[src/design/atsis_pkg.sv]
// Shared types, widths and the tree merge function for the table block.
package atsis_pkg;

  localparam int unsigned CAPACITY_DEF = 128;

  localparam int unsigned CMD_IW = 10;
  localparam int unsigned CMD_CW = CMD_IW + 1;

  localparam int unsigned IN_DATA_W  = 40;
  localparam int unsigned OUT_DATA_W = 80;

  typedef enum logic [2:0] {
    OP_APPEND,
    OP_INS_SHIFT,
    OP_INS_DISP,
    OP_DEL_AT,
    OP_DEL_VAL,
    OP_SEARCH,
    OP_RSVD6,
    OP_RSVD7
  } table_op_t;

  typedef enum logic [2:0] {
    ST_OK,
    ST_FULL,
    ST_EMPTY,
    ST_BADPOS,
    ST_NOTFOUND
  } table_status_t;

  typedef enum logic [1:0] {
    CM_HOLD,
    CM_INS,
    CM_DISP,
    CM_DEL
  } cell_mode_t;

  typedef struct packed {
    cell_mode_t         mode;
    logic               cmp_load;
    logic signed [31:0] cmp_value;
    logic signed [31:0] value;
    logic [31:0]        pick;
    logic [CMD_IW-1:0]  pos;
    logic [CMD_CW-1:0]  count;
  } cmd_t;

  typedef struct packed {
    logic               vld;
    logic               bad;
    logic signed [31:0] mx;
    logic signed [31:0] mn;
    logic [31:0]        pick;
  } node_t;

  function automatic node_t node_merge(node_t a, node_t b);
    node_t r;
    r.vld  = a.vld | b.vld;
    r.bad  = a.bad | b.bad;
    r.pick = a.pick | b.pick;
    if (!a.vld) begin
      r.mx = b.mx;
      r.mn = b.mn;
    end else if (!b.vld) begin
      r.mx = a.mx;
      r.mn = a.mn;
    end else begin
      r.mx = ($signed(b.mx) > $signed(a.mx)) ? b.mx : a.mx;
      r.mn = ($signed(b.mn) < $signed(a.mn)) ? b.mn : a.mn;
    end
    return r;
  endfunction

endpackage

[src/design/atsis_cell.sv]
// One table cell: holds an entry, shifts with its neighbors, compares against a probe.
module atsis_cell #(
  parameter int unsigned IDX = 0
) (
  input  logic               clk,
  input  atsis_pkg::cmd_t    cmd,
  input  logic signed [31:0] left_i,
  input  logic signed [31:0] right_i,
  output logic signed [31:0] entry_o,
  output atsis_pkg::node_t   leaf_o,
  output logic               eq_o,
  output logic               gt_o
);
  import atsis_pkg::*;

  localparam logic [CMD_CW-1:0] ME = CMD_CW'(IDX);

  logic signed [31:0] entry_r;
  logic signed [31:0] entry_nxt;
  logic               eq_r;
  logic               gt_r;
  logic [CMD_CW-1:0]  pos_x;
  logic               vld;
  logic               bad;

  assign pos_x = {1'b0, cmd.pos};

  always_comb begin
    entry_nxt = entry_r;
    unique case (cmd.mode)
      CM_INS: begin
        if (ME == pos_x) begin
          entry_nxt = cmd.value;
        end else if ((ME > pos_x) && (ME <= cmd.count)) begin
          entry_nxt = left_i;
        end
      end
      CM_DISP: begin
        if (ME == pos_x) begin
          entry_nxt = cmd.value;
        end else if (ME == cmd.count) begin
          entry_nxt = $signed(cmd.pick);
        end
      end
      CM_DEL: begin
        if (ME >= pos_x) begin
          entry_nxt = right_i;
        end
      end
      default: begin
        entry_nxt = entry_r;
      end
    endcase
  end

  always_ff @(posedge clk) begin
    entry_r <= entry_nxt;
    if (cmd.cmp_load) begin
      eq_r <= (entry_r == cmd.cmp_value);
      gt_r <= (cmd.cmp_value > entry_r);
    end
  end

  assign vld = (ME < cmd.count);

  generate
    if (IDX == 0) begin : g_head
      assign bad = 1'b0;
    end else begin : g_body
      assign bad = vld && (left_i > entry_r);
    end
  endgenerate

  assign entry_o     = entry_r;
  assign eq_o        = eq_r;
  assign gt_o        = gt_r;
  assign leaf_o.vld  = vld;
  assign leaf_o.bad  = bad;
  assign leaf_o.mx   = entry_r;
  assign leaf_o.mn   = entry_r;
  assign leaf_o.pick = (ME == pos_x) ? entry_r : '0;

endmodule

[config.mk]
export PLATFORM = sky130hd
export DESIGN_NAME = atsis_cell
export DESIGN_NICKNAME = d
export VERILOG_FILES = /design/src/design/atsis_pkg.sv /design/src/design/atsis_cell.sv
export SDC_FILE = /design/constraint.sdc
export NUM_CORES = 1
export LEC_CHECK = 0
export BUFFER_PORTS_ARGS = -buffer_cell sky130_fd_sc_hd__buf_4
export CORE_AREA = 5 5 121 123
export DETAILED_ROUTE_END_ITERATION = 12
export DIE_AREA = 0 0 126 128
export PLACE_DENSITY = 0.61
export SYNTH_ARGS = -nofsm -noshare
export SYNTH_HDL_FRONTEND = slang
export SYNTH_SLANG_ARGS = --single-unit
[constraint.sdc]
create_clock -name clk -period 5.75 [get_ports clk]
set_input_delay 0.575 -clock clk [delete_from_list [all_inputs] [get_ports clk]]
set_output_delay 0.575 -clock clk [all_outputs]
set_load 0.02 [all_outputs]
Yosys cells after proc, flatten, opt, wreduce, memory -nomap -nowiden. Index checks and enable logic that the tools add are counted.

Multipliers: 0. Mux-type cells: 7. Bitwise operators: 0. Equality and inequality tests: 7. Shift operators: 0. Add/subtract/negate cells: 0. Order comparisons: 5. Div/mod/pow operators: 0. Reductions and logical operators: 5.

Operators by type and width (count): 32-bit two-way mux (6); 32-bit case mux with 3 select lines (1); 32-bit == test (1); 32-bit > comparator (1); 11-bit zero test (2); 1-bit by 11-bit less-or-equal comparator with 1-bit output, first input constant (1); 1-bit by 11-bit less-than comparator with 1-bit output, first input constant (1); 1-bit by 10-bit >= comparator with 1-bit output, first input constant (1); 1-bit by 10-bit > comparator with 1-bit output, first input constant (1); 3-bit != test, second input constant (2); 2-bit == test, second input constant (2); 4-bit AND reduction (1); 3-bit nonzero test (1); 2-bit by 1-bit == test with 1-bit output, second input constant (1); 2-bit != test, second input constant (1); 1-bit logical AND (1).

Latch bits: 0. Flip-flop bits (word level): 34. Bits in read-only memories: 0. Input port bits: 185. RAM bits: 0. Output and inout bits: 132. Memories: 0. Word-level logic and storage cells: 27.

Logic depth before layout (Yosys ltp).
Depth after elaboration: 5. Depth in mapped cells: 8. Mapped depth without buffers: 8.

Least setup slack after synthesis. No wires, ideal clock.

Kind: in2reg. Start point: input cmd[12] (netlist name). End point: register entry_r[0] (netlist: entry_o[0]) (enable). Data required time: 5.318 ns. Path buffers: 2. Data arrival time: 3.045 ns. Slack: 2.274 ns. Setup time: 0.432 ns. Stages on the path: 6. Path through: nor4_1 -> and4_1 -> buf_2 -> buf_2 -> nor2_1 -> a21oi_1.

Word-level cells in the longest chain between the ends: 4.

Ends and longest elaborated chain: from (decl) (RTL line atsis_cell.sv:6) `input atsis_pkg::cmd_t cmd,`; 1-bit by 10-bit > comparator with 1-bit output (RTL line atsis_cell.sv:34) `end else if ((ME > pos_x) && (ME <= cmd.count)) begin`; 1-bit logical AND (RTL line atsis_cell.sv:34); 3-bit != test (no line); 4-bit AND reduction (no line) (*); to (signal assigned) (RTL line atsis_cell.sv:57) `entry_r <= entry_nxt;`; to (decl) (RTL line atsis_cell.sv:18) `logic signed [31:0] entry_r;`.

Mark *: on every way between the ends. The rest lies on a longest branch, timed or not. A chain may end at the register's enable or synchronous reset.

Final worst setup path.
Start point: input cmd[118] (netlist name). End point: register entry_r[21] (netlist: entry_o[21]) (enable).

Word-level cells in the longest chain between the ends: 3.

Ends and longest elaborated chain: 2-bit == test / 2-bit by 1-bit == test with 1-bit output (equally long branches) (RTL line atsis_cell.sv:30) `unique case (cmd.mode)`; 3-bit != test (no line) (tied with other cells); 4-bit AND reduction (no line) (*).

Marks and branches as above.

==> results.txt <==
Status = finished clean
Vias per cell = 4.68
Routability Congestion = 0.918
# diodes = 0
CTS tree = done
Placed wire-length estimate = 13.3 mm
Clock power share = 22.0%
Die Area = 16100 µm²
First-pass DRT Iterations = 5
Max_slew headroom = 16.6%
Period utilisation layout = 49.0%
CTS Buf Count = 5
Crit path time final = 2.82 ns
Library cells used by synthesis = 32
Post-route ant nets = 0
Switching Share = 36.4%
Vias post-DR = 4201
Clk sinks = 34
Initial Utilization = 27.0%
Cell area after layout = 5810 µm²
Combinational share of power = 45.9%
Switch Pwr = 0.000416 W
Ratio of cells with drive above 1 in the final layout = 45.4%
Worst Skew = 0.00542 ns
Drt drc = 0
Critical Path Source Type = primary input
Synth area leader = edfxtp_1
Grt total ovfl = 0
Register area = 1020 µm²
NumNets Final = 937
Maxcap violations = 0
Worst hold path class = in -> reg
Wire per inst = 17.4 µm
Die width = 126 µm
Clock root cell = clkbuf_16
Worst setup EP type = flop
Initial antenna violation count = 1
Yosys reg bits = 34
Post-Synthesis Cells = 485
CP max FO = 35
Setup Buffers After CTS = 0
I/O pin cnt = 317
Pwr per Cell Area = 197 nW/µm²
Setup violators final = 0
Worst hold slack = 0.515 ns
Core area = 13600 µm²
Vias in the first global route = 4415
Fin util = 42.8%
Maximum vdd drop = 0.0935 mV
Worst path required time = 5.64 ns
Crit Path Class = in -> reg
Cts hold-fix bufs = 0
Hold violation count in the final report = 0
RSZ-0062 raised after global routing = false
Placed cell areas = 5670 µm²
Clk pin slew, worst setup/hold paths = 0.05 ns
Area contributors post-synth = edfxtp_1, nand2_1, buf_4, ha_1, a221o_1
Die height = 128 µm
Internal power = 0.000727 W
Seq/Total Area, Yosys = 27.8%
Initial DRC count = 184
Pin count of the biggest net entering global routing = 96
Clk_lat worst skew = 0.27 ns
Synth Warn # = 0
Max-slew violation count = 0
Fill cells = 1421
Non-Filler Instances = 898
Layout area overhead = 58.3%
Final WL = 15.6 mm
CP arrival = 2.71 ns
Post-synthesis net count = 705
Setup TNS = 0 ns
Post_cts resized = 0
Synthesized cell area = 3670 µm²
Sequential power share = 32.1%
P_leak = 3.17 nW
Inst Count DP = 890
Multi-input logic area = 1910 µm²
Avg Inst Size Synth = 7.56 µm²
FP Rows = 43
H-tree levels = 2
Top-area cell type share of the netlist area = 27.8%
First-pass GRT wire length = 22.9 mm
IO Port Bufs = 315
Fmax = 355 MHz
GRT Resource Usage Total = 17.9%
Clk buf depth = 2
Slew @ Worst Pin = 1.25 ns
## worst paths after layout
kind                                            start                    end  slack, ns  cells past startpoint
worst max-delay path                         cmd[118]  entry_o[21]$_DFFE_PP_       2.93                      4
worst min-delay path                         cmd[117]         eq_o$_DFFE_PP_       0.51                      1
worst max register to register  entry_o[15]$_DFFE_PP_         gt_o$_DFFE_PP_       3.27                      8
worst min register to register   entry_o[0]$_DFFE_PP_         eq_o$_DFFE_PP_       1.11                      3
## per-layer routing
layer | vias up | part of all wire (%) | global-route usage [%]
met5 | - | 0 | 0
li1 | 2063 | - | -
met1 | 1902 | 39 | 20.7
met3 | 28 | 8.3 | 4.58
met2 | 208 | 50 | 32.2
met4 | 0 | 2.7 | 5.87
## layout by cell type (no fill, tap or decap), types with 5 or more instances in the layout
cell	synthesis	layout
edfxtp_1	34	34
inv_1	36	36
a21oi_1	42	41
nand2_1	134	134
nand4_1	7	7
buf_4	66	317
ha_1	35	35
clkbuf_16	0	5
o21ai_0	5	5
a221o_1	33	33
nor2_1	37	37
## worst max-delay path, cell delays in order
cell and delay (ns):
buf_4 0.09, ha_1 0.98, inv_1 0.20, a21oi_4 0.85
## Yosys cell counts, drive strengths merged
cell and number:
a211oi 1, a21o 4, a21oi 42, a221o 33, a221oi 3, a31oi 1
and2 2, and4 2, buf 77, clkbuf 15, conb 1, edfxtp 34
ha 35, inv 36, nand2 134, nand2b 2, nand3 3, nand4 7
nor2 37, nor2b 1, nor3 1, nor4 4, o211a 1, o21ai 6
or2 1, or3 2
## sequential cells by signal, indices dropped and copies added (netlist names)
register,cells
entry_o,32
gt_o,1
eq_o,1
## layout make-up
cell class,instances,share of cell area (%)
multi-input cells,323,32.9
inverters,36,2.33
flip-flops and latches,34,17.6
clock inverters,2,0.151
clock buffers,6,2.22
well taps,180,3.88
repair buffers,317,41.0
## power by group through the flow
| stage | clock network, W | logic [W] | registers, W |
|---|---|---|---|
| final | 0.000251 | 0.000524 | 0.000367 |
| after CTS | 0.000256 | 0.000530 | 0.000369 |
| after detailed placement | 0 | 0.000529 | 0.000374 |
| after global routing | 0.000272 | 0.000566 | 0.000374 |
| after global placement | 0 | 0.000522 | 0.000374 |
| after floorplan | 0 | 0.000292 | 0.000385 |
## logic make-up (layout without fill, tap and decap cells)
group,after synthesis,in the layout,share of synthesized area [%]
and+or+nand+nor,196,196,21.8
buffers and inverters,128,361,20.4
AOI/OAI and AO/OA,91,91,17.9
adders and majority gates,35,35,11.9
DFF,34,34,27.8
other,1,1,0.102
## per-stage QoR
step | worst slack (ns) | power [W]
2_1_floorplan | 2.27 | 0.000676
3_3_place_gp | 2.70 | 0.000896
3_5_place_dp | 2.58 | 0.000903
4_1_cts | 2.86 | 0.00116
5_1_grt | 2.68 | 0.00121
6_report | 2.93 | 0.00114
No activity file was read; power rests on OpenSTA's default activity.
