==> config.mk <==
export PLATFORM = sky130hd
export DESIGN_NAME = atsis_ctrl
export DESIGN_NICKNAME = d
export VERILOG_FILES = /design/src/design/atsis_pkg.sv /design/src/design/atsis_ctrl.sv
export SDC_FILE = /design/constraint.sdc
export NUM_CORES = 1
export LEC_CHECK = 0
export ABC_AREA = 1
export BUFFER_PORTS_ARGS = -buffer_cell sky130_fd_sc_hd__clkbuf_2
export CAP_MARGIN = 0
export CORE_AREA = 3 3 234 236
export DETAILED_ROUTE_END_ITERATION = 6
export DIE_AREA = 0 0 237 239
export SLEW_MARGIN = 40
export SYNTH_ARGS = -nofsm -noshare
export SYNTH_HDL_FRONTEND = slang
export SYNTH_SLANG_ARGS = --single-unit
==> constraint.sdc <==
create_clock -name clk -period 9.23 [get_ports clk]
set_input_delay 0.923 -clock clk [delete_from_list [all_inputs] [get_ports clk]]
set_output_delay 0.923 -clock clk [all_outputs]
set_load 0.02 [all_outputs]
==> src/design/atsis_pkg.sv <==
// Shared types, widths and the tree merge function for the table block.
package atsis_pkg;

  localparam int unsigned CAPACITY_DEF = 128;

  localparam int unsigned CMD_IW = 10;
  localparam int unsigned CMD_CW = CMD_IW + 1;

  localparam int unsigned IN_DATA_W  = 40;
  localparam int unsigned OUT_DATA_W = 80;

  typedef enum logic [2:0] {
    OP_APPEND,
    OP_INS_SHIFT,
    OP_INS_DISP,
    OP_DEL_AT,
    OP_DEL_VAL,
    OP_SEARCH,
    OP_RSVD6,
    OP_RSVD7
  } table_op_t;

  typedef enum logic [2:0] {
    ST_OK,
    ST_FULL,
    ST_EMPTY,
    ST_BADPOS,
    ST_NOTFOUND
  } table_status_t;

  typedef enum logic [1:0] {
    CM_HOLD,
    CM_INS,
    CM_DISP,
    CM_DEL
  } cell_mode_t;

  typedef struct packed {
    cell_mode_t         mode;
    logic               cmp_load;
    logic signed [31:0] cmp_value;
    logic signed [31:0] value;
    logic [31:0]        pick;
    logic [CMD_IW-1:0]  pos;
    logic [CMD_CW-1:0]  count;
  } cmd_t;

  typedef struct packed {
    logic               vld;
    logic               bad;
    logic signed [31:0] mx;
    logic signed [31:0] mn;
    logic [31:0]        pick;
  } node_t;

  function automatic node_t node_merge(node_t a, node_t b);
    node_t r;
    r.vld  = a.vld | b.vld;
    r.bad  = a.bad | b.bad;
    r.pick = a.pick | b.pick;
    if (!a.vld) begin
      r.mx = b.mx;
      r.mn = b.mn;
    end else if (!b.vld) begin
      r.mx = a.mx;
      r.mn = a.mn;
    end else begin
      r.mx = ($signed(b.mx) > $signed(a.mx)) ? b.mx : a.mx;
      r.mn = ($signed(b.mn) < $signed(a.mn)) ? b.mn : a.mn;
    end
    return r;
  endfunction

endpackage

==> src/design/atsis_ctrl.sv <==
// Sequencer: operation decode, bisecting search over cell flags, result register.
module atsis_ctrl #(
  parameter int unsigned CAPACITY = atsis_pkg::CAPACITY_DEF
) (
  input  logic                             clk,
  input  logic                             rst_n,
  input  logic                             in_tvalid,
  output logic                             in_tready,
  input  logic [atsis_pkg::IN_DATA_W-1:0]  in_tdata,
  input  logic [2:0]                       in_tuser,
  output logic                             out_tvalid,
  input  logic                             out_tready,
  output logic [atsis_pkg::OUT_DATA_W-1:0] out_tdata,
  output logic [2:0]                       out_tuser,
  output atsis_pkg::cmd_t                  cmd_o,
  input  logic [CAPACITY-1:0]              eq_i,
  input  logic [CAPACITY-1:0]              gt_i,
  input  atsis_pkg::node_t                 root_i
);
  import atsis_pkg::*;

  localparam int unsigned IW = $clog2(CAPACITY);
  localparam int unsigned CW = $clog2(CAPACITY + 1);
  localparam int unsigned WW = $clog2(IW + 1);
  localparam int unsigned XW = (CW > 7) ? CW : 7;
  localparam logic signed [IW+1:0] ONE = (IW + 2)'(1);

  typedef enum logic [2:0] {
    S_IDLE,
    S_PICK,
    S_ENDS,
    S_BIS,
    S_MOD,
    S_SETTLE,
    S_DONE
  } state_t;

  state_t               state_r;
  logic [CW-1:0]        count_r;
  logic [IW-1:0]        pos_r;
  logic signed [31:0]   value_r;
  cell_mode_t           kind_r;
  logic                 is_del_r;
  logic [2:0]           status_r;
  logic [IW-1:0]        found_r;
  logic [WW-1:0]        wait_r;
  logic signed [IW+1:0] lo_r;
  logic signed [IW+1:0] hi_r;

  logic               out_tvalid_r;
  logic [2:0]         out_status_r;
  logic [6:0]         out_found_r;
  logic [7:0]         out_count_r;
  logic signed [31:0] out_max_r;
  logic signed [31:0] out_min_r;
  logic               out_sorted_r;

  logic [2:0]           op_in;
  logic signed [31:0]   value_in;
  logic [XW-1:0]        pos_x;
  logic [XW-1:0]        count_x;
  logic                 full;
  logic [IW-1:0]        cnt_m1;
  logic signed [IW+1:0] mid;
  logic [IW-1:0]        mid_idx;
  logic                 accept;

  assign op_in    = in_tuser;
  assign value_in = $signed(in_tdata[31:0]);
  assign pos_x    = XW'(in_tdata[38:32]);
  assign count_x  = XW'(count_r);
  assign full     = (count_r == CW'(CAPACITY));
  assign cnt_m1   = IW'(count_r - CW'(1));
  assign mid      = lo_r + ((hi_r - lo_r) >>> 1);
  assign mid_idx  = mid[IW-1:0];
  assign in_tready = (state_r == S_IDLE);
  assign accept    = in_tvalid && in_tready;

  always_ff @(posedge clk) begin
    if (!rst_n) begin
      state_r      <= S_IDLE;
      count_r      <= '0;
      wait_r       <= '0;
      out_tvalid_r <= 1'b0;
    end else begin
      if (out_tvalid_r && out_tready && (state_r != S_DONE)) begin
        out_tvalid_r <= 1'b0;
      end
      unique case (state_r)
        S_IDLE: begin
          if (in_tvalid) begin
            value_r  <= value_in;
            pos_r    <= IW'(in_tdata[38:32]);
            status_r <= ST_OK;
            found_r  <= '0;
            wait_r   <= WW'(IW);
            is_del_r <= (op_in == OP_DEL_VAL);
            kind_r   <= CM_DEL;
            state_r  <= S_DONE;
            case (op_in)
              OP_APPEND: begin
                if (full) begin
                  status_r <= ST_FULL;
                end else begin
                  kind_r  <= CM_INS;
                  pos_r   <= IW'(count_r);
                  state_r <= S_MOD;
                end
              end
              OP_INS_SHIFT, OP_INS_DISP: begin
                if (full) begin
                  status_r <= ST_FULL;
                end else if (pos_x > count_x) begin
                  status_r <= ST_BADPOS;
                end else if (op_in == OP_INS_SHIFT) begin
                  kind_r  <= CM_INS;
                  state_r <= S_MOD;
                end else begin
                  kind_r  <= CM_DISP;
                  state_r <= S_PICK;
                end
              end
              OP_DEL_AT: begin
                if (count_r == '0) begin
                  status_r <= ST_EMPTY;
                end else if (pos_x >= count_x) begin
                  status_r <= ST_BADPOS;
                end else begin
                  state_r <= S_MOD;
                end
              end
              OP_DEL_VAL, OP_SEARCH: begin
                if (count_r == '0) begin
                  status_r <= ST_EMPTY;
                end else begin
                  state_r <= S_ENDS;
                end
              end
              default: begin
                state_r <= S_DONE;
              end
            endcase
          end
        end
        S_PICK: begin
          if (wait_r == WW'(1)) begin
            state_r <= S_MOD;
          end else begin
            wait_r <= wait_r - WW'(1);
          end
        end
        S_ENDS: begin
          lo_r <= '0;
          hi_r <= $signed({2'b00, cnt_m1});
          if (eq_i[0]) begin
            found_r <= '0;
            pos_r   <= '0;
            state_r <= is_del_r ? S_MOD : S_DONE;
          end else if (eq_i[cnt_m1]) begin
            found_r <= cnt_m1;
            pos_r   <= cnt_m1;
            state_r <= is_del_r ? S_MOD : S_DONE;
          end else begin
            state_r <= S_BIS;
          end
        end
        S_BIS: begin
          if (lo_r > hi_r) begin
            status_r <= ST_NOTFOUND;
            state_r  <= S_DONE;
          end else if (eq_i[mid_idx]) begin
            found_r <= mid_idx;
            pos_r   <= mid_idx;
            state_r <= is_del_r ? S_MOD : S_DONE;
          end else if (gt_i[mid_idx]) begin
            lo_r <= mid + ONE;
          end else begin
            hi_r <= mid - ONE;
          end
        end
        S_MOD: begin
          count_r <= (kind_r == CM_DEL) ? count_r - CW'(1) : count_r + CW'(1);
          wait_r  <= WW'(IW);
          state_r <= S_SETTLE;
        end
        S_SETTLE: begin
          if (wait_r == WW'(1)) begin
            state_r <= S_DONE;
          end else begin
            wait_r <= wait_r - WW'(1);
          end
        end
        S_DONE: begin
          if (!out_tvalid_r || out_tready) begin
            out_tvalid_r <= 1'b1;
            out_status_r <= status_r;
            out_found_r  <= 7'(found_r);
            out_count_r  <= 8'(count_r);
            out_max_r    <= root_i.vld ? root_i.mx : '0;
            out_min_r    <= root_i.vld ? root_i.mn : '0;
            out_sorted_r <= !root_i.bad;
            state_r      <= S_IDLE;
          end
        end
        default: begin
          state_r <= S_IDLE;
        end
      endcase
    end
  end

  assign cmd_o.mode      = (state_r == S_MOD) ? kind_r : CM_HOLD;
  assign cmd_o.cmp_load  = accept;
  assign cmd_o.cmp_value = value_in;
  assign cmd_o.value     = value_r;
  assign cmd_o.pick      = root_i.pick;
  assign cmd_o.pos       = CMD_IW'(pos_r);
  assign cmd_o.count     = CMD_CW'(count_r);

  assign out_tvalid = out_tvalid_r;
  assign out_tuser  = out_status_r;
  assign out_tdata  = {out_sorted_r, out_min_r, out_max_r, out_count_r, out_found_r};

endmodule
**Word-level counts from Yosys, hierarchy flattened**

Cells that the tools add are included.

- Flip-flop bits (word level): 168
- Logic and storage cells: 147

- Reductions and logical operators: 24
- Add/subtract/negate cells: 7
- Eq/ne operators: 28
- Multiplexer cells: 65
- $lt $le $gt $ge: 5

Operators by type and width:

| cell | count |
|---|---|
| $mux 7 | 8 |
| $mux 9 | 6 |
| $mux 3 | 16 |
| $pmux 7 s3 | 2 |
| $pmux 9 s2 | 2 |
| $mux 2 | 14 |
| $ne 2x2->1 const B | 11 |
| $bmux 1 s7 | 3 |
| $pmux 3 s7 | 1 |
| $lt 7x8->1 const B | 2 |
| $eq 3x3->1 const B | 5 |
| $reduce_and 5->1 | 3 |
| $eq 3x2->1 const B | 4 |
| $pmux 3 s4 | 1 |
| $add 9x2->9 const B | 1 |
| $add 9x8->9 | 1 |
| $eq 3x1->1 const B | 3 |
| $gt 9x9->1 | 1 |
| $ne 3x3->1 const B | 3 |
| $pmux 3 s3 | 1 |
| $reduce_and 3->1 | 3 |
| $sub 9x2->9 const B | 1 |
| $sub 9x9->9 | 1 |
| $add 8x1->8 const B | 1 |
| 21 further kinds | 35 |

**Longest topological paths before layout**

Gate-level depths: netlist of the first run.

- Depth in word-level cells: 8
- Mapped depth: 24

**Worst setup path before layout of the first run**

No wires, ideal clock.

- Path type: input to register
- Start point: input rst_n
- End point: register out_count_r[0], enable pin
- Path buffers: 1
- Stages: 3
- Slack: 1769 ps
- Arrival: 6836 ps
- Path through: inv_1 -> clkbuf_1 -> nor3_1

- Cells in the longest elaborated chain, start to end: 1

Ends and longest elaborated chain:

| what | RTL line | RTL |
|---|---|---|
| start: declaration | atsis_ctrl.sv:6 | `input logic rst_n,` |
| $reduce_and 3->1 (no line) | -- |  |
| end signal: assignment | atsis_ctrl.sv:198 | `out_count_r <= 8'(count_r);` |
| end: declaration | atsis_ctrl.sv:53 | `logic [7:0] out_count_r;` |

No other way between the ends.
A chain may end at the register's enable or synchronous reset.

**Final worst setup path of the first run**

- Start point: register lo_r[0]
- End point: register hi_r[7], enable pin

- Cells in the longest elaborated chain, start to end: 6

Ends and longest elaborated chain:

| what | RTL line | RTL |
|---|---|---|
| start: declaration | atsis_ctrl.sv:47 | `logic signed [IW+1:0] lo_r;` |
| start signal: assignment | atsis_ctrl.sv:176 | `lo_r <= mid + ONE;` |
| $sub 9x9->9 | atsis_ctrl.sv:74 | `assign mid = lo_r + ((hi_r - lo_r) >>> 1);` |
| $add 9x8->9 | atsis_ctrl.sv:74 |  |
| $bmux 1 s7 (on tied branches) | atsis_ctrl.sv:175, atsis_ctrl.sv:171 |  |
| $mux 1 (on tied branches) | atsis_ctrl.sv:175, atsis_ctrl.sv:171 |  |
| $ne 2x2->1 (no line) | -- |  |
| $reduce_and 5->1 (no line) * | -- |  |
| end signal: assignment | atsis_ctrl.sv:154 | `hi_r <= $signed({2'b00, cnt_m1});` |
| end signal: assignment | atsis_ctrl.sv:178 | `hi_r <= mid - ONE;` |
| end: declaration | atsis_ctrl.sv:48 | `logic signed [IW+1:0] hi_r;` |

Every way passes the cells marked *; elsewhere a longest branch is shown, timed or not. The select of a mux whose other input is x is not followed.

==> results.yml, run 1 <==
yosys:
  yosys_register_bits: 168
  synth_top_family_by_area: "simple AND/OR/NAND/NOR gates"
  synth_area_per_cell_um2: 7.31
  syn_area_um2: 12400
  synth-compound-area-share: 0.0980
  yosys.area_share.simple: 0.321
  yosys_warnings: 0
  synth-async-reset-ratio: 0
  synth_mux_area_frac: 0
  synthFlopType: "edfxtp_1"
  synthXorXnorAreaFrac: 0.0204
  postSynthCellCount: 1700
  synth.distinct_cells: 51
  synth-edff-count: 153
  yosys.area_share.adder: 0.0334
  yosysSeqAreaShare: 0.394
clock_network:
  postCtsSetupBuffers: 0
  post_cts_resized: 0
  clk_pin_slew_worst_paths_ns: 0.08
  cts_buffers: 17
  cts_max_level: 4
  ctsHoldBuffers: 0
  clockRootBuffer: "clkbuf_16"
  cts_tree: "done"
  clk_latency_ns: 0.45
  clockBufferDepth: 2
  clkSinkCount: 168
floorplanning:
  die_h_um: 239
  rows: 84
  ios: 606
  initial_core_util: 0.236
  core_um2: 52700
  die_area_um2: 56600
  dieWidth_um: 237
drt:
  vias: 13229
  drt_iter0_markers: 773
  postRouteWirelength_um: 54500
  drcViolationCount: 0
  post_drt_wl_per_cell_um: 19.4
  dr.pass1.iters: 5
  vias_per_cell: 4.69
  ant_nets: 0
global_route:
  track_usage: 0.184
  grt_first_pass_wirelength_um: 78000
  grt-ovfl-total: 0
  antenna_found_initial: 6
  grt_pass1_vias: 12489
  grt_start_max_net_pins: 84
place:
  dp_hpwl_um: 43700
  gp_congestion: 0.886
  port_buffers: 534
setup_path:
  end_kind: "register"
  critical_path_class: "register to register"
  cp.required_ns: 9.30
  crit_path_top_delay_cell: "buf_4"
  cp-startpoint: "lo_r[0]"
  arrival_ns: 5.67
  slowest_delay_ns: 0.63
  timing.critical_path.fanout_max: 64
  rr_startpoint: "lo_r[0]"
  critPathLaunchType: "register"
  cpLargestDelayFamily: "buffers and inverters"
  cpMostUsedCell: "nand2_1"
  cp_cell_sequence: "inv_1 > nor2_1 > fa_1 > inv_1 > ha_4 > fa_2 > buf_4 > inv_2 > buf_4 > a21oi_1 > o21ai_0 > nand2_1 > nand2_1 > nand2_1 > nand2_1 > nand3_1 > nand3_1 > nand3_1 > nand3_1 > nand2_1 > nand2_1 > nor2_1"
  path_buf_inv: 5
flow_run:
  cap_violations: 0
min_path:
  holdCritStartpoint: "status_r[2]"
  min_path_type: "register to register"
power:
  ir_drop_mv: 0.207
  power_density_nw_per_um2: 341
  p_total_uw: 5380
  p_leak_uw: 0.00792
sta:
  fin_crit_sh: 0.607
  clock-skew-final_ns: 0.0153
  fmax_ghz: 0.179
  fin_tns_setup_ns: 0
  hold_viol: 0
  slew_headroom: 0.420
  rsz0062_at_grt: "no"
  drv_slew: 0
  worst_slew_pin_slew_ns: 0.870
  finalSetupViolCount: 0
  period_minus_slack_ns: 5.60
outcome:
  status: "finished clean"
final_layout:
  drive_above_1_share: 0.297
  final_common_cell: "nand2_1"
  final_nets: 2548
  final_cell_mix: "nand2_1 (561), clkbuf_2 (534), nand3_1 (229), inv_1 (155), edfxtp_1 (153)"
  nFillCells: 5802
  area_delta_synth_final_pct: 26.9
worst paths after layout:
check	endpoint	cells past startpoint	slack (ns)
setup / recovery	hi_r[7]	22	3.63
hold / removal	out_tuser[2]	0	0.42
hold reg to reg	out_tuser[2]	0	0.42
setup reg to reg	hi_r[7]	22	3.63
through the flow:
step | instances | cell area [um2] | utilization | setup slack [ns] | hold slack [ns]
after global placement | 2784 | 15100 | 0.288 | 3.52 | 0.402
final | 2818 | 15800 | 0.300 | 3.63 | 0.420
after CTS | 2816 | 15800 | 0.300 | 3.58 | 0.417
after detailed placement | 2784 | 15100 | 0.288 | 3.60 | 0.406
after global routing | 2818 | 15800 | 0.300 | 3.14 | 0.436
after floorplan | 1705 | 12500 | - | 1.77 | 0.400
kinds of logic after synthesis:
kind of cell    after synthesis
compound gates              207
fa+ha+maj                    32
buf+inv                     330
simple gates                942
other cells                   1
flops                       168
xor+xnor                     20
cell usage after synthesis (7+ instances only):
| cell | n | area (um2) |
|---|---|---|
| buf_2 | 48 | 240 |
| o21ai_1 | 10 | 50.1 |
| o21ai_0 | 48 | 240 |
| dfxtp_1 | 15 | 300 |
| nor2_1 | 109 | 409 |
| ha_1 | 30 | 375 |
| nand2_1 | 561 | 2110 |
| nand3_1 | 229 | 1150 |
| o311ai_1 | 10 | 87.6 |
| xor2_1 | 10 | 87.6 |
| o22ai_1 | 8 | 50.1 |
| buf_4 | 80 | 601 |
| inv_1 | 155 | 582 |
| a22oi_1 | 16 | 120 |
| nand3_2 | 11 | 110 |
| buf_6 | 8 | 90.1 |
| clkbuf_1 | 22 | 82.6 |
| o211ai_1 | 10 | 75.1 |
| a21oi_1 | 81 | 405 |
| nor3_1 | 15 | 75.1 |
| edfxtp_1 | 153 | 4590 |
| inv_2 | 10 | 37.5 |
| o21bai_1 | 7 | 52.6 |
worst reg2reg max path, stage by stage, from the launching register on:
cell and delay [ns]:
edfxtp_1 0.44, inv_1 0.08, nor2_1 0.07, fa_1 0.48
inv_1 0.06, ha_4 0.16, fa_2 0.52, buf_4 0.63
inv_2 0.52, buf_4 0.43, a21oi_1 0.17, o21ai_0 0.10
nand2_1 0.09, nand2_1 0.05, nand2_1 0.09, nand2_1 0.05
nand3_1 0.11, nand3_1 0.08, nand3_1 0.23, nand3_1 0.11
nand2_1 0.07, nand2_1 0.09, nor2_1 0.60
state kept, by name (all words and copies together) (netlist names), 2 cells and up:
register and count:
state_r 3, value_r 32, out_found_r 7, wait_r 3, out_tuser 3, pos_r 7
status_r 3, count_r 8, out_count_r 8, hi_r 9, found_r 7, kind_r 2
lo_r 9, out_min_r 32, out_max_r 32
report_power, final:
part,internal (uW),switching [uW]
Sequential,976,67.4
Combinational,1070,2530
Clock,375,368
Total,2420,2960
routing by layer:
metal / vias up / wire [um] / track usage
met2: 675 / 28700 / 0.348
met1: 6082 / 18600 / 0.190
li1: 6379 / - / -
met3: 91 / 3980 / 0.0322
met5: - / 13 / 0
met4: 2 / 3230 / 0.105
area by class of cell:
class,instances,area (um2),share of cell area
tap,688,861,0.0545
timing repair buffer,552,2810,0.178
antenna,2,5.00,0.000317
inverter,169,639,0.0405
multi-input combinational,1207,5940,0.376
sequential,168,4900,0.310
clock inverter,15,206,0.0131
clock buffer,17,425,0.0269
No activity file was read; power rests on OpenSTA's default activity.
==> run 2, diff against run 1 <==
Clock period 9.23 ns to 5.2 ns, I/O delays scaled along.
==> run 2 against run 1 <==
Effect of this change: critical path depth fell by 3; combinational power rose by 79%; sequential share of layout area down 0.24 points.
==> results.yml, run 2 (synthesis gave the netlist of run 1 again) <==
clock_network:
  ctsHoldBuffers: 0
  clkSinkCount: 168
  clockRootBuffer: "clkbuf_16"
  cts_buffers: 17
  post_cts_resized: 0
  clk_latency_ns: 0.45
  clockBufferDepth: 2
  cts_tree: "done"
  postCtsSetupBuffers: 0
  clk_pin_slew_worst_paths_ns: 0.08
  cts_max_level: 4
global_route:
  grt-ovfl-total: 0
  track_usage: 0.183
  top_usage_layer: "met2"
  use_met1: 0.189
  grt_pass1_vias: 12578
  grt_start_max_net_pins: 132
  antenna_found_initial: 12
  grt_first_pass_wirelength_um: 77800
  use_met2: 0.347
  use_met3: 0.0343
floorplanning:
  rows: 84
  die_h_um: 239
  initial_core_util: 0.236
  ios: 606
  core_um2: 52700
  die_area_um2: 56600
  dieWidth_um: 237
drt:
  ant_nets: 0
  drt_iter0_markers: 920
  dr.pass1.iters: 5
  postRouteWirelength_um: 54000
  drcViolationCount: 0
  post_drt_wl_per_cell_um: 19.1
  vias: 13185
  vias_per_cell: 4.66
sta:
  finalSetupViolCount: 0
  fin_tns_setup_ns: 0
  fin_crit_sh: 0.856
  slew_headroom: 0.467
  fmax_ghz: 0.225
  period_minus_slack_ns: 4.45
  drv_slew: 0
  rsz0062_at_grt: "no"
  clock-skew-final_ns: 0.0106
  worst_slew_pin_slew_ns: 0.800
  hold_viol: 0
final_layout:
  register_area_um2: 4900
  instances_no_fill: 2830
  area_delta_synth_final_pct: 27.9
  drive_above_1_share: 0.299
  final_nets: 2555
  largestRegisters: "out_max_r: 32 flops, out_min_r: 32 flops, value_r: 32 flops"
  final_util: 0.302
  final_common_cell: "nand2_1"
  multiInputGateArea_um2: 5950
  nFillCells: 5750
  final_cell_mix: "nand2_1 (561), clkbuf_2 (533), nand3_1 (229), inv_1 (154), edfxtp_1 (153)"
setup_path:
  critPathLaunchType: "register"
  cp.required_ns: 5.35
  arrival_ns: 4.60
  timing.critical_path.fanout_max: 33
  critical_path_class: "register to register"
  end_kind: "register"
power:
  p_total_uw: 9630
  ir_drop_mv: 0.399
  power_density_nw_per_um2: 605
  p_leak_uw: 0.00797
outcome:
  status: "finished clean"
place:
  gp_congestion: 0.898
  dp_hpwl_um: 43800
  dp.cells: 2791
  port_buffers: 534
min_path:
  min_path_type: "input pin to register"
flow_run:
  cap_violations: 0
[run 2: final timing paths]
check / startpoint / to / slack, ns / cells after the start
setup / recovery: lo_r[1] / lo_r[2] / 0.75 / 19
hold / removal: in_tdata[26] / value_r[26] / 0.26 / 1
setup reg to reg: lo_r[1] / lo_r[2] / 0.75 / 19
hold reg to reg: status_r[1] / out_tuser[1] / 0.42 / 0
[run 2: layer usage]
metal  up-vias  share of wire  wire [um]
li1       6398              -          -
met1      5967           0.34      18600
met2       715           0.53      28400
met3       103          0.074       4000
met4         2          0.056       3040
met5         -        0.00022         12
[run 2: layout make-up]
type	instances	area share
tap	688	0.0541
timing repair buffer	559	0.183
sequential	168	0.308
clock buffer	17	0.0267
clock inverter	15	0.0131
multi-input combinational	1207	0.374
inverter	169	0.0402
antenna	7	0.00110
[run 2: report_power, final]
group	switching, uW	internal, uW
sequential	131	1730
clock	653	667
combinational	4470	1980
[run 2: metrics by stage]
step / hold slack, ns / worst slack [ns] / cell area [um2]
2_1_floorplan: 0.400 / 0.686 / 12500
3_3_place_gp: 0.403 / 0.859 / 15200
3_5_place_dp: 0.406 / 0.855 / 15300
4_1_cts: 0.235 / 0.803 / 15900
5_1_grt: 0.239 / 0.494 / 15900
6_report: 0.262 / 0.749 / 15900
[run 2: critical path, cell delays in order (launching register included)]
cell	delay, ns
edfxtp_1	0.50
fa_1	0.58
inv_1	0.07
ha_4	0.16
fa_2	0.55
buf_4	0.36
buf_4	0.46
nand3_1	0.14
nand2_1	0.09
nand2_1	0.10
nand2_1	0.10
nand2_1	0.05
nand3_1	0.11
nand3_1	0.12
nand3_1	0.17
nand3_1	0.10
nand2_1	0.07
nand2_1	0.06
a21oi_1	0.13
buf_4	0.21
==> run 3, diff against run 2 <==
Settings changed: MAX_ROUTING_LAYER set to met4.
==> run 3 against run 2 <==
Effect of this change: sequential power barely moved; register-to-register slack improved by 0.09 ns; non-clock buffer count rose by 1.
==> results.yml, run 3 (synthesis gave the netlist of run 1 again) <==
setup_path:
  timing.critical_path.fanout_max: 36
  cp.required_ns: 5.36
  end_kind: "register"
  rrSetupSlack_ns: 0.83
  arrival_ns: 4.52
  critical_path_class: "register to register"
  rr_worst_depth: 21
  rr_startpoint: "lo_r[0]"
  critPathLaunchType: "register"
  r2r_end: "lo_r[6]"
sta:
  clock-skew-final_ns: 0.00878
  rsz0062_at_grt: "no"
  finalSetupViolCount: 0
  fmax_ghz: 0.229
  hold_viol: 0
  slew_headroom: 0.457
  worst_slew_pin_slew_ns: 0.815
  period_minus_slack_ns: 4.37
  fin_crit_sh: 0.840
  fin_tns_setup_ns: 0
  drv_slew: 0
min_path:
  holdCritStartpoint: "in_tdata[10]"
  hold_depth: 1
  min_to: "value_r[10]"
  min_path_type: "input pin to register"
global_route:
  grt_start_max_net_pins: 132
  grt-ovfl-total: 0
  grt_pass1_vias: 12525
  grt_first_pass_wirelength_um: 78400
  track_usage: 0.190
  antenna_found_initial: 10
drt:
  vias: 13311
  dr.pass1.iters: 5
  postRouteWirelength_um: 54500
  ant_nets: 0
  drcViolationCount: 0
  vias_per_cell: 4.70
  drt_iter0_markers: 921
  post_drt_wl_per_cell_um: 19.3
clock_network:
  post_cts_resized: 0
  clockRootBuffer: "clkbuf_16"
  clockBufferDepth: 2
  clk_latency_ns: 0.45
  clk_pin_slew_worst_paths_ns: 0.07
  clkSinkCount: 168
  ctsHoldBuffers: 0
  cts_max_level: 4
  cts_tree: "done"
  cts_buffers: 17
  postCtsSetupBuffers: 0
floorplanning:
  dieWidth_um: 237
  die_h_um: 239
  core_um2: 52700
  initial_core_util: 0.236
  die_area_um2: 56600
  rows: 84
  ios: 606
final_layout:
  instances_no_fill: 2830
  final_util: 0.302
  fin_area_um2: 15900
  area_delta_synth_final_pct: 27.7
  drive_above_1_share: 0.299
  final_common_cell: "nand2_1"
  final_nets: 2556
  final_cell_mix: "nand2_1 (561), clkbuf_2 (534), nand3_1 (229), inv_1 (154), edfxtp_1 (153)"
  largestRegisters: "out_max_r: 32 flops, out_min_r: 32 flops, value_r: 32 flops"
outcome:
  status: "finished clean"
power:
  ir_drop_mv: 0.645
  p_leak_uw: 0.00797
  power_density_nw_per_um2: 603
place:
  gp_congestion: 0.934
  dp.cells: 2792
  place_area_um2: 15300
  dp_hpwl_um: 44200
  port_buffers: 534
flow_run:
  cap_violations: 0
-- run 3: cell count changes in the layout (fill, tap and decap cells not counted), sizes merged --
cell / previous run / this run
buf: 25 / 26
diode: 7 / 6
-- run 3: through the flow --
step / power [uW] / setup WS, ns / hold WS [ns]
after floorplan: 6390 / 0.686 / 0.400
after global placement: 8300 / 0.923 / 0.405
after CTS: 9630 / 0.867 / 0.236
after global routing: 10400 / 0.459 / 0.242
after detailed placement: 8320 / 0.888 / 0.408
final: 9570 / 0.834 / 0.261
-- run 3: area by class of cell --
cell class                 count  area [um2]
fill                        5799       36800
antenna                        6        15.0
tap                          688         861
clock inverter                15         178
multi-input combinational   1207        5950
clock buffer                  17         425
timing repair buffer         560        2910
inverter                     169         639
sequential                   168        4900
-- run 3: worst max path at each step --
stage	from	endpoint	slack, ns	cells past startpoint
5_1_grt	lo_r[0]	lo_r[6]	0.46	21
4_1_cts	lo_r[0]	lo_r[6]	0.87	21
3_5_place_dp	lo_r[0]	lo_r[1]	0.89	21
6_report	lo_r[0]	lo_r[6]	0.83	21
2_1_floorplan	rst_n	out_count_r[0]	0.69	3
3_3_place_gp	lo_r[0]	lo_r[0]	0.92	21
-- run 3: worst max-delay path, cell delays in order, from the launching register on --
cell      delay (ns)
edfxtp_1        0.40
inv_1           0.05
nor2_1          0.21
fa_1            0.46
inv_1           0.10
ha_4            0.14
fa_2            0.46
inv_2           0.46
buf_12          0.30
nand3_1         0.11
nand2_1         0.09
nand2_1         0.11
nand2_1         0.10
nand2_1         0.05
nand3_1         0.12
nand3_1         0.12
nand3_1         0.17
nand3_1         0.09
nand2_1         0.07
nand2_1         0.06
a21oi_1         0.13
buf_4           0.20
-- run 3: report_power, final --
group          internal (uW)  switching (uW)
registers               1730             136
logic                   1990            4440
clock network            651             624
total                   4370            5200
-- run 3: metal layers --
layer / vias up / wire (um) / part of all wire / global-route usage
met5: - / 0 / 0 / -
met4: 0 / 2150 / 0.039 / 0.0806
met1: 6115 / 18700 / 0.34 / 0.195
met3: 79 / 4250 / 0.078 / 0.0331
li1: 6403 / - / - / -
met2: 714 / 29400 / 0.54 / 0.355
